<file path="config.mk">
export PLATFORM = sky130hd
export DESIGN_NAME = kiss_rx_deframer_crc16
export DESIGN_NICKNAME = d
export VERILOG_FILES = /design/src/rtl/kissrx_pkg.sv /design/src/rtl/kiss_rx_deframer_crc16.sv /design/src/rtl/kissrx_in_reg.sv /design/src/rtl/kissrx_parser.sv /design/src/rtl/kissrx_out_reg.sv
export SDC_FILE = /design/constraint.sdc
export NUM_CORES = 1
export LEC_CHECK = 0
export BUFFER_PORTS_ARGS = -buffer_cell sky130_fd_sc_hd__buf_2
export CORE_UTILIZATION = 40
export DETAILED_ROUTE_END_ITERATION = 7
export PLACE_DENSITY = 0.61
export REMOVE_ABC_BUFFERS = 1
export SLEW_MARGIN = 20
export SYNTH_ARGS = -nofsm -noshare
export SYNTH_HDL_FRONTEND = slang
export SYNTH_SLANG_ARGS = --single-unit
</file>
<file path="constraint.sdc">
create_clock -name clk -period 3.7 [get_ports clk]
set_input_delay 0.925 -clock clk [delete_from_list [all_inputs] [get_ports clk]]
set_output_delay 0.925 -clock clk [all_outputs]
set_load 0.02 [all_outputs]
</file>
<file path="src/rtl/kissrx_pkg.sv">
package kissrx_pkg;

	localparam int MAX_FRAME_LEN_DEF = 512;

	localparam logic [7:0] BYTE_FEND  = 8'hC0;
	localparam logic [7:0] BYTE_FESC  = 8'hDB;
	localparam logic [7:0] BYTE_TFEND = 8'hDC;
	localparam logic [7:0] BYTE_TFESC = 8'hDD;
	localparam logic [7:0] TYPE_CRC   = 8'h20;

	localparam logic [15:0] CRC_POLY = 16'h8408;
	localparam logic [15:0] CRC_INIT = 16'hFFFF;
	localparam logic [15:0] CRC_GOOD = 16'h7070;

	// Frames with this many stored bytes or fewer are rejected as too short.
	localparam int SHORT_MAX = 14;

	typedef enum logic [3:0] {
		PH_HUNT = 4'b0001,
		PH_TYPE = 4'b0010,
		PH_DATA = 4'b0100,
		PH_ESC  = 4'b1000
	} phase_t;

	typedef enum logic [1:0] {
		ST_OK    = 2'd0,
		ST_CRC   = 2'd1,
		ST_SHORT = 2'd2
	} status_t;

	typedef enum logic {
		KIND_BYTE = 1'b0,
		KIND_END  = 1'b1
	} kind_t;

	typedef struct packed {
		logic          emit;
		kind_t         kind;
		logic [7:0]    payload_byte;
		logic [8:0]    byte_position;
		status_t       frame_status;
		logic [9:0]    frame_length;
		logic          crc_active;
		logic          carrier_detect;
	} res_t;

	typedef logic [15:0] crc_tab_t [256];

	function automatic logic [15:0] crc_entry(input logic [7:0] idx);
		logic [15:0] acc;
		logic [7:0]  d;
		acc = CRC_INIT;
		d   = idx;
		for (int j = 0; j < 8; j++) begin
			if ((d[0] ^ acc[0]) == 1'b1) begin
				acc = (acc >> 1) ^ CRC_POLY;
			end else begin
				acc = acc >> 1;
			end
			d = d >> 1;
		end
		return acc;
	endfunction

	function automatic crc_tab_t crc_build();
		crc_tab_t t;
		for (int i = 0; i < 256; i++) begin
			t[i] = crc_entry(8'(i));
		end
		return t;
	endfunction

	localparam crc_tab_t CRC_TABLE = crc_build();

	function automatic logic [15:0] crc_fold(input logic [15:0] crc, input logic [7:0] b);
		return {crc[7:0], 8'h00} ^ CRC_TABLE[crc[15:8] ^ b];
	endfunction

endpackage

</file>
<file path="src/rtl/kiss_rx_deframer_crc16.sv">
// KISS receive deframer with a 16-bit frame check.
// Input channel: in_valid / in_stall with rx_byte, one raw serial byte per
// item. Output channel: out_valid / out_stall with one result item per
// payload byte (result_kind 0) and one per closing FEND (result_kind 1,
// carrying frame_status and frame_length). Bytes that produce no result
// (FENDs while hunting, type bytes, escapes, dropped bytes) are consumed
// without an output item.
// A byte accepted into the input register passes the parse logic into the
// result register. Throughput is one item per cycle when the output is not
// stalled; the CRC update is one 256-entry table lookup and an XOR per byte,
// done in the same cycle as the parse state update.
// cfg_wr_en / cfg_wr_data set the CRC-check mode; write it only while no
// item is in flight.
// Reset puts the parser into hunting for a frame start, clears the CRC mode,
// the count and the carrier flag, and empties both registers.
// When the receiver stalls, the result is held and the input register fills;
// in_stall then rises until the result is taken.
module kiss_rx_deframer_crc16 #(
	parameter int MAX_FRAME_LEN = kissrx_pkg::MAX_FRAME_LEN_DEF
) (
	input  logic       clk,
	input  logic       arst_n,
	input  logic       cfg_wr_en,
	input  logic       cfg_wr_data,
	input  logic       in_valid,
	output logic       in_stall,
	input  logic [7:0] rx_byte,
	output logic       out_valid,
	input  logic       out_stall,
	output logic       result_kind,
	output logic [7:0] payload_byte,
	output logic [8:0] byte_position,
	output logic [1:0] frame_status,
	output logic [9:0] frame_length,
	output logic       crc_active,
	output logic       carrier_detect
);

	import kissrx_pkg::*;

	logic       valid_s1;
	logic [7:0] byte_s1;
	logic       advance;
	res_t       res;
	res_t       res_q;

	// The held byte moves on whenever the result register is free or drains.
	assign advance = valid_s1 && (!out_valid || !out_stall);

	kissrx_in_reg u_in (
		.clk      (clk),
		.arst_n   (arst_n),
		.in_valid (in_valid),
		.in_stall (in_stall),
		.rx_byte  (rx_byte),
		.advance  (advance),
		.valid_s1 (valid_s1),
		.byte_s1  (byte_s1)
	);

	kissrx_parser #(
		.MAX_FRAME_LEN (MAX_FRAME_LEN)
	) u_parser (
		.clk         (clk),
		.arst_n      (arst_n),
		.cfg_wr_en   (cfg_wr_en),
		.cfg_wr_data (cfg_wr_data),
		.advance     (advance),
		.byte_s1     (byte_s1),
		.res         (res)
	);

	kissrx_out_reg u_out (
		.clk       (clk),
		.arst_n    (arst_n),
		.advance   (advance),
		.res       (res),
		.out_stall (out_stall),
		.out_valid (out_valid),
		.res_q     (res_q)
	);

	assign result_kind    = res_q.kind;
	assign payload_byte   = res_q.payload_byte;
	assign byte_position  = res_q.byte_position;
	assign frame_status   = res_q.frame_status;
	assign frame_length   = res_q.frame_length;
	assign crc_active     = res_q.crc_active;
	assign carrier_detect = res_q.carrier_detect;

	a_kind_carrier: assert property (@(posedge clk) disable iff (!arst_n)
		out_valid |-> (carrier_detect == (result_kind == KIND_BYTE)))
		else $error("carrier_detect does not match result kind");

endmodule

</file>
<file path="src/rtl/kissrx_in_reg.sv">
module kissrx_in_reg (
	input  logic       clk,
	input  logic       arst_n,
	input  logic       in_valid,
	output logic       in_stall,
	input  logic [7:0] rx_byte,
	input  logic       advance,
	output logic       valid_s1,
	output logic [7:0] byte_s1
);

	logic valid_q;
	logic load;

	// The held item leaves whenever the parser advances, so a new item can
	// enter in the same cycle.
	assign in_stall = valid_q && !advance;
	assign load     = in_valid && !in_stall;

	always_ff @(posedge clk or negedge arst_n) begin
		if (!arst_n) begin
			valid_q <= 1'b0;
		end else begin
			valid_q <= load || (valid_q && !advance);
		end
	end

	always_ff @(posedge clk) begin
		if (load) begin
			byte_s1 <= rx_byte;
		end
	end

	assign valid_s1 = valid_q;

endmodule

</file>
<file path="src/rtl/kissrx_parser.sv">
module kissrx_parser #(
	parameter int MAX_FRAME_LEN = kissrx_pkg::MAX_FRAME_LEN_DEF
) (
	input  logic              clk,
	input  logic              arst_n,
	input  logic              cfg_wr_en,
	input  logic              cfg_wr_data,
	input  logic              advance,
	input  logic [7:0]        byte_s1,
	output kissrx_pkg::res_t  res
);

	import kissrx_pkg::*;

	localparam int CNT_W = $clog2(MAX_FRAME_LEN + 1);

	phase_t            phase_q, phase_d;
	logic [15:0]       crc_q, crc_d;
	logic [CNT_W-1:0]  count_q, count_d;
	logic              sticky_q, sticky_d;
	logic              carrier_q, carrier_d;
	logic              crc_enable_q;

	logic              active;
	logic              fold;
	logic [7:0]        fold_byte;
	logic              room;
	logic [CNT_W-1:0]  len;

	assign active   = crc_enable_q | sticky_q;
	assign room     = count_q < CNT_W'(MAX_FRAME_LEN);
	assign len      = count_q - (active ? CNT_W'(2) : CNT_W'(0));

	always_comb begin
		phase_d   = phase_q;
		crc_d     = crc_q;
		count_d   = count_q;
		sticky_d  = sticky_q;
		carrier_d = carrier_q;
		fold      = 1'b0;
		fold_byte = byte_s1;

		res                = '0;
		res.kind           = KIND_BYTE;
		res.frame_status   = ST_OK;
		res.crc_active     = active;

		case (phase_q)
			PH_HUNT: begin
				if (byte_s1 == BYTE_FEND) begin
					phase_d = PH_TYPE;
				end
			end
			PH_TYPE: begin
				if (byte_s1 != BYTE_FEND) begin
					if (byte_s1[3:0] != 4'h0) begin
						// Command frame: skip it entirely.
						phase_d   = PH_HUNT;
						carrier_d = 1'b0;
					end else begin
						if (byte_s1 == TYPE_CRC) begin
							sticky_d = 1'b1;
						end
						fold      = 1'b1;
						phase_d   = PH_DATA;
						carrier_d = 1'b1;
					end
				end
			end
			PH_DATA: begin
				if (byte_s1 == BYTE_FEND) begin
					res.emit = 1'b1;
					res.kind = KIND_END;
					if (count_q > CNT_W'(SHORT_MAX)) begin
						if (!active || crc_q == CRC_GOOD) begin
							res.frame_status = ST_OK;
							res.frame_length = 10'(len);
						end else begin
							res.frame_status = ST_CRC;
						end
					end else begin
						res.frame_status = ST_SHORT;
					end
					count_d   = '0;
					crc_d     = CRC_INIT;
					carrier_d = 1'b0;
					phase_d   = PH_TYPE;
				end else if (byte_s1 == BYTE_FESC) begin
					phase_d = PH_ESC;
				end else if (room) begin
					fold = 1'b1;
				end
			end
			PH_ESC: begin
				phase_d = PH_DATA;
				if (byte_s1 == BYTE_TFEND) begin
					fold_byte = BYTE_FEND;
					fold      = room;
				end else if (byte_s1 == BYTE_TFESC) begin
					fold_byte = BYTE_FESC;
					fold      = room;
				end
			end
			default: begin
				phase_d = PH_HUNT;
			end
		endcase

		if (fold) begin
			crc_d = crc_fold(crc_q, fold_byte);
		end

		// Payload bytes count and produce a result; the type byte only folds.
		if (fold && phase_q != PH_TYPE) begin
			res.emit           = 1'b1;
			res.kind           = KIND_BYTE;
			res.payload_byte   = fold_byte;
			res.byte_position  = 9'(count_q);
			res.carrier_detect = carrier_q;
			count_d            = count_q + CNT_W'(1);
		end
	end

	always_ff @(posedge clk or negedge arst_n) begin
		if (!arst_n) begin
			phase_q      <= PH_HUNT;
			crc_q        <= CRC_INIT;
			count_q      <= '0;
			sticky_q     <= 1'b0;
			carrier_q    <= 1'b0;
			crc_enable_q <= 1'b0;
		end else begin
			if (cfg_wr_en) begin
				crc_enable_q <= cfg_wr_data;
			end
			if (advance) begin
				phase_q   <= phase_d;
				crc_q     <= crc_d;
				count_q   <= count_d;
				sticky_q  <= sticky_d;
				carrier_q <= carrier_d;
			end
		end
	end

	a_carrier_phase: assert property (@(posedge clk) disable iff (!arst_n)
		carrier_q == (phase_q == PH_DATA || phase_q == PH_ESC))
		else $error("carrier flag disagrees with parse phase");

	a_idle_clear: assert property (@(posedge clk) disable iff (!arst_n)
		(phase_q == PH_HUNT || phase_q == PH_TYPE) |-> (count_q == '0 && crc_q == CRC_INIT))
		else $error("count or CRC not cleared between frames");

	a_count_bound: assert property (@(posedge clk) disable iff (!arst_n)
		count_q <= CNT_W'(MAX_FRAME_LEN))
		else $error("byte count beyond frame limit");

endmodule

</file>
<file path="src/rtl/kissrx_out_reg.sv">
module kissrx_out_reg (
	input  logic              clk,
	input  logic              arst_n,
	input  logic              advance,
	input  kissrx_pkg::res_t  res,
	input  logic              out_stall,
	output logic              out_valid,
	output kissrx_pkg::res_t  res_q
);

	import kissrx_pkg::*;

	logic valid_q;

	always_ff @(posedge clk or negedge arst_n) begin
		if (!arst_n) begin
			valid_q <= 1'b0;
		end else if (advance) begin
			valid_q <= res.emit;
		end else if (!out_stall) begin
			valid_q <= 1'b0;
		end
	end

	always_ff @(posedge clk) begin
		if (advance && res.emit) begin
			res_q <= res;
		end
	end

	assign out_valid = valid_q;

endmodule
</file>
# Word-level counts from Yosys, hierarchy flattened
# Memory sizes are Yosys's and may differ from the RTL's.
# Index checks and enable logic that the tools add are counted.
# word_totals
ff_bits	75
rom_bits	4096
inputBits	14
out_inout_bits	34
wordCells	110
mem_count	1
# mem_list
name	depth	width	read_ports	rd_clocked_by_memory_dff	wr	line	rtl
(name not given)	256	16	1	0	0	kissrx_pkg.sv:76	return {crc[7:0], 8'h00} ^ CRC_TABLE[crc[15:8] ^ b];
# op_classes
addsub	2
order_cmp	3
eq_ne	17
muxes	36
bitwise	6
reduce_logical	28
# ops
operator	n
16-bit 2-to-1 mux	5
8-bit == test (second input constant)	4
10-bit 2-to-1 mux	3
8-bit 2-to-1 mux	3
19-bit 2-to-1 mux	1
16-bit by 15-bit == test with 1-bit output (second input constant)	1
4-bit 2-to-1 mux	4
4-bit one-hot mux with 4 select lines	1
16-bit XOR	1
1-bit 2-to-1 mux	12
4-bit AND reduction	3
10-bit by 1-bit adder with 10-bit output (second input constant)	1
10-bit by 4-bit greater-than comparator with 1-bit output (second input constant)	1
10-bit less-than comparator (second input constant)	1
2-bit nonzero test	5
10-bit subtractor	1
9-bit >= comparator (second input constant)	1
8-bit inverter with 9-bit output	1
3-bit AND reduction	3
8-bit by 6-bit == test with 1-bit output (second input constant)	1
2-bit 2-to-1 mux	4
2-bit by 1-bit inequality test with 1-bit output (second input constant)	4
8-bit inequality test (second input constant)	1
8-bit XOR	1
18 further kinds	29

# Depth between registers and ports, before layout
# logic_depth
ltp_word	11
mapped_depth	9
ltp_nobuf	8

# Modules after synthesis
# A second synthesis with hierarchy kept.
# hier_totals
hier_cells	333
area_unflattened_um2	3808.7
# by_module_without_submodules
module	instances	cells_each	area_per_inst_um2	seq_area_each_um2
kissrx_parser	1	282	2463.6	820.8
kissrx_out_reg	1	37	1036.0	1016.0
kissrx_in_reg	1	13	297.8	265.3
kiss_rx_deframer_crc16	1	1	11.3	0.0

# Least setup slack after synthesis
# OpenSTA, ideal clock, no wires.
# synth_path
path_type	input to register
start	input out_stall
end	register u_parser.count_q[2]
setup_time_ns	0.122
arrival_ns	2.280
required_ns	3.578
setup_slack_ns	1.298
stages	8
path_buffers	2
path_cell_list	nand2_1 -> and2_1 -> clkbuf_1 -> a31oi_2 -> buf_6 -> inv_2 -> o21ai_1 -> o2bb2ai_1
# synth_via
elab_chain_len	4
# synth_rtl
element	line	rtl
from (decl)	kiss_rx_deframer_crc16.sv:29	input logic out_stall,
1-bit zero test	--	
1-bit logical OR	kiss_rx_deframer_crc16.sv:48	assign advance = valid_s1 && (!out_valid || !out_stall);
1-bit logical AND	kiss_rx_deframer_crc16.sv:48	
3-bit AND reduction (no source line)	--	
to (signal assigned)	kissrx_parser.sv:139	count_q <= count_d;
to (decl)	kissrx_parser.sv:19	logic [CNT_W-1:0] count_q, count_d;
# No other way between the ends.
# A chain may end at the register's enable or synchronous reset.

# Worst setup path after layout
# layout_path
start	register u_in.byte_s1[5]
end	register u_parser.count_q[8]
# layout_via
elab_chain_len	7
elab_cells_between_ends	16
cone_classes	eq/ne: 5; mux: 7; reduce/logical: 4
# layout_rtl
element	line	rtl
from (decl)	kissrx_in_reg.sv:9	output logic [7:0] byte_s1
from (signal assigned)	kissrx_in_reg.sv:30	byte_s1 <= rx_byte;
8-bit == test, on equally long branches	kissrx_parser.sv:99, kissrx_parser.sv:88	
1-bit 2-to-1 mux, on equally long branches	kissrx_parser.sv:99, kissrx_parser.sv:88	
1-bit 2-to-1 mux, on equally long branches	kissrx_parser.sv:96, kissrx_parser.sv:71	
1-bit one-hot mux with 3 select lines	kissrx_parser.sv:48	case (phase_q)
1-bit logical AND	kissrx_parser.sv:114	if (fold && phase_q != PH_TYPE) begin
2-bit nonzero test (no source line)	--	
3-bit AND reduction (no source line)	--	
# Several ways; a longest one is shown, not always the timed one.

==> metrics <==
CTS tree built; CP Data Required Time 3980 ps; CP dominant cell by count buf_4; Initial Util 41.22%; Total GRT Usage 16.96%; Setup Skew 8.800 ps; worst-path maximum fanout 13; wire per inst 15.13 um; Clock Power Share 34.5%; initial detailed-routing violation count 104; Sw Pwr 0.4590 mW; element type at the critical path end register; Site Rows 35; number of global-route vias before repair 2,624; status complete, but fails checks; post-synthesis async set-or-reset flop share 45.95%; Die H 99.36 um; Synth cell types 66; cell internal pwr 1.323 mW; routability congestion estimate from global placement 0.8522; antenna violations before repair 0; Max Slew Vio Count 0; reg-to-reg slack, setup 1120 ps; critical path class reg -> reg; synthesized flop and latch total 74; via count 2,673; register area share after synthesis 54.65%; Setup WS post-layout 1119 ps; CP peak stage delay 520 ps; static leakage 1.588 nW; pre-CTS setup slack 1106 ps; antenna cells 0; Sw Share 25.75%; Final setup viols 0; Comb power frac 11.5%; Root Driver clkbuf_8; Critical Path Source Type register; Layout Nets 404; largest net degree at the start of global routing 35; post-route ant nets 0; Max clock buf depth 2; cts bufs inserted 9; sequential power share 54.0%; Cell Chain, Critical Path and4b_1 -> nand4_1 -> o21ai_1 -> buf_4 -> a31oi_2 -> buf_4 -> or4_1 -> a21oi_1; core area 9196 um2; htree depth 3; PortBufs 47; vias per std cell 5.325; Resize count post-CTS 0; Worst Max-Slew Pin Slew 801.5 ps; max cap viols 0; Setup TNS Final 0 ps; die width 99.36 um; post-CTS setup buffers 0; final WL 7593 um; Worst-path clk slew 80 ps; RSZ-0062 raised after global routing false; violated checks DRC; f_max 387.4 MHz; DR DRC count 2; Syn. warnings 0; Tot Pwr 1.782 mW; Tcrit/Tclk final 69.76%; ys flop type edfxtp_1; Worst-Skew Late Latency 350 ps; Area Overhead vs Synth 13.33%; global-route wire length before repair 12,920 um; Max rail drop VDD 0.0002203 V; final hold violations 0; die area 9871 um2; Initial DRT Pass Iterations 6; CP arrival 2860 ps; Sinks on Clock Net 74; ratio of cells with drive above 1 in the final layout 24.81%; synthesized instance count 342; Post-synth EDFFs 40; synthesized cell area 3791 um2; pwr/cell area 414.9 nW/um2; Boundary Pins 48; total gr overflow 0; clock period minus worst slack 2581 ps; Final HPWL DP 5443 um; Avg Synthesized Cell Area 11.09 um2; Hold Crit Class reg -> reg; cts-stage hold buffer count 0; Rel. slew slack 46.56%; CP max-delay cell edfxtp_1
-- layout make-up --
cell class | count | area [um2]
fill | 878 | 4900
clock buffer | 9 | 123.9
sequential | 74 | 2072
inverter | 14 | 52.55
multi-input combinational | 236 | 1574
timing repair buffer | 51 | 265.3
clock inverter | 7 | 70.07
tap | 111 | 138.9
-- power by group through the flow --
stage / Combinational [mW] / Clock [mW] / Sequential, mW
after floorplan: 0.167 / 0 / 0.963
after global placement: 0.204 / 0 / 0.978
after detailed placement: 0.206 / 0 / 0.978
after CTS: 0.206 / 0.637 / 0.962
after global routing: 0.229 / 0.667 / 0.971
final: 0.204 / 0.615 / 0.963
-- cell usage after synthesis, types with 5 or more instances --
master	n	area share (%)
and3_1	13	2.1
or3_1	5	0.83
o21ai_1	13	1.7
dfstp_2	16	11
edfxtp_1	40	32
nand3_1	7	0.92
inv_1	13	1.3
clkbuf_1	9	0.89
xnor2_1	20	4.6
a21oi_1	13	1.7
o31a_1	5	1.2
xor2_1	8	1.8
nand2_1	34	3.4
dfrtp_1	18	12
nor2_1	35	3.5
-- metal layers --
| layer | track usage (%) | up-vias | wire [um] |
|---|---|---|---|
| met2 | 27.88 | 54 | 3600 |
| met5 | 0 | - | 0 |
| li1 | - | 1326 | - |
| met3 | 4.287 | 11 | 282 |
| met4 | 6.448 | 0 | 142 |
| met1 | 21.61 | 1282 | 3568 |
-- logic make-up after synthesis --
logic type / Yosys count / synth area share [%]
flops: 74 / 54.65
compound gates: 60 / 10.56
fa+ha+maj: 4 / 1.320
buf+inv: 32 / 3.828
mux: 6 / 1.650
xor+xnor: 31 / 8.086
simple gates: 135 / 19.90
-- final timing paths --
| check | startpoint | to | cells past startpoint |
|---|---|---|---|
| worst max-delay path | u_in.byte_s1[5]$_DFFE_PP_ | u_parser.count_q[8]$_DFFE_PN0P_ | 8 |
| worst min-delay path | u_parser.crc_enable_q$_DFFE_PN0P_ | u_parser.crc_enable_q$_DFFE_PN0P_ | 1 |
| worst max register to register | u_in.byte_s1[5]$_DFFE_PP_ | u_parser.count_q[8]$_DFFE_PN0P_ | 8 |
| worst min register to register | u_parser.crc_enable_q$_DFFE_PN0P_ | u_parser.crc_enable_q$_DFFE_PN0P_ | 1 |
| max in group asynchronous | arst_n | u_parser.sticky_q$_DFFE_PN0P_ | 1 |
| min in group asynchronous | arst_n | u_parser.count_q[1]$_DFFE_PN0P_ | 1 |
-- cell usage in the layout, fill, tap and decap left out, types with 3 or more instances in the layout --
| cell type | netlist | routed |
|---|---|---|
| edfxtp_1 | 40 | 40 |
| dfrtp_1 | 18 | 18 |
| xor2_1 | 8 | 8 |
| dfstp_2 | 16 | 16 |
| o21ai_0 | 3 | 3 |
| ha_1 | 4 | 4 |
| nor4b_1 | 3 | 3 |
| nand3_1 | 7 | 7 |
| nand4_1 | 4 | 4 |
| a21oi_1 | 13 | 13 |
| inv_1 | 13 | 13 |
| o31a_1 | 5 | 5 |
| nor2_1 | 35 | 35 |
| buf_4 | 1 | 4 |
| clkbuf_8 | 0 | 9 |
| nand2_1 | 34 | 34 |
| xnor2_1 | 20 | 20 |
| o31ai_1 | 4 | 4 |
| or3_1 | 5 | 5 |
| o21ai_1 | 13 | 13 |
| and2_1 | 4 | 4 |
| buf_2 | 4 | 47 |
| a31oi_1 | 3 | 3 |
| nor2b_1 | 4 | 4 |
| nor4bb_1 | 3 | 3 |
| nor3b_1 | 3 | 3 |
| mux2i_1 | 4 | 4 |
| and3_1 | 13 | 13 |
| clkinv_2 | 0 | 3 |
| nor3_1 | 4 | 4 |
| nor4_1 | 3 | 3 |
-- through the flow --
stage	instances	instance area, um2	utilization [%]	hold WS (ps)
final	502	4297	46.72	529.0
after global routing	502	4297	46.72	554.5
after CTS	502	4297	46.72	534.9
after detailed placement	486	4103	44.61	517.5
after global placement	486	4103	44.61	516.2
after floorplan	324	3699	-	443.9
-- worst max-delay path, delay by kind of cell, from the launching register on --
family          cells  cell delay, ps
buf+inv             2             400
compound gates      3             430
flops               1             520
simple gates        3            1160
-- registers in the layout, indices dropped and copies added, names as in the netlist, 4 cells and up --
name              flops
u_in.byte_s1          8
u_out.res_q          32
u_parser.crc_q       15
u_parser.count_q     10
u_parser.phase_q      4
No activity file was read; power rests on OpenSTA's default activity.
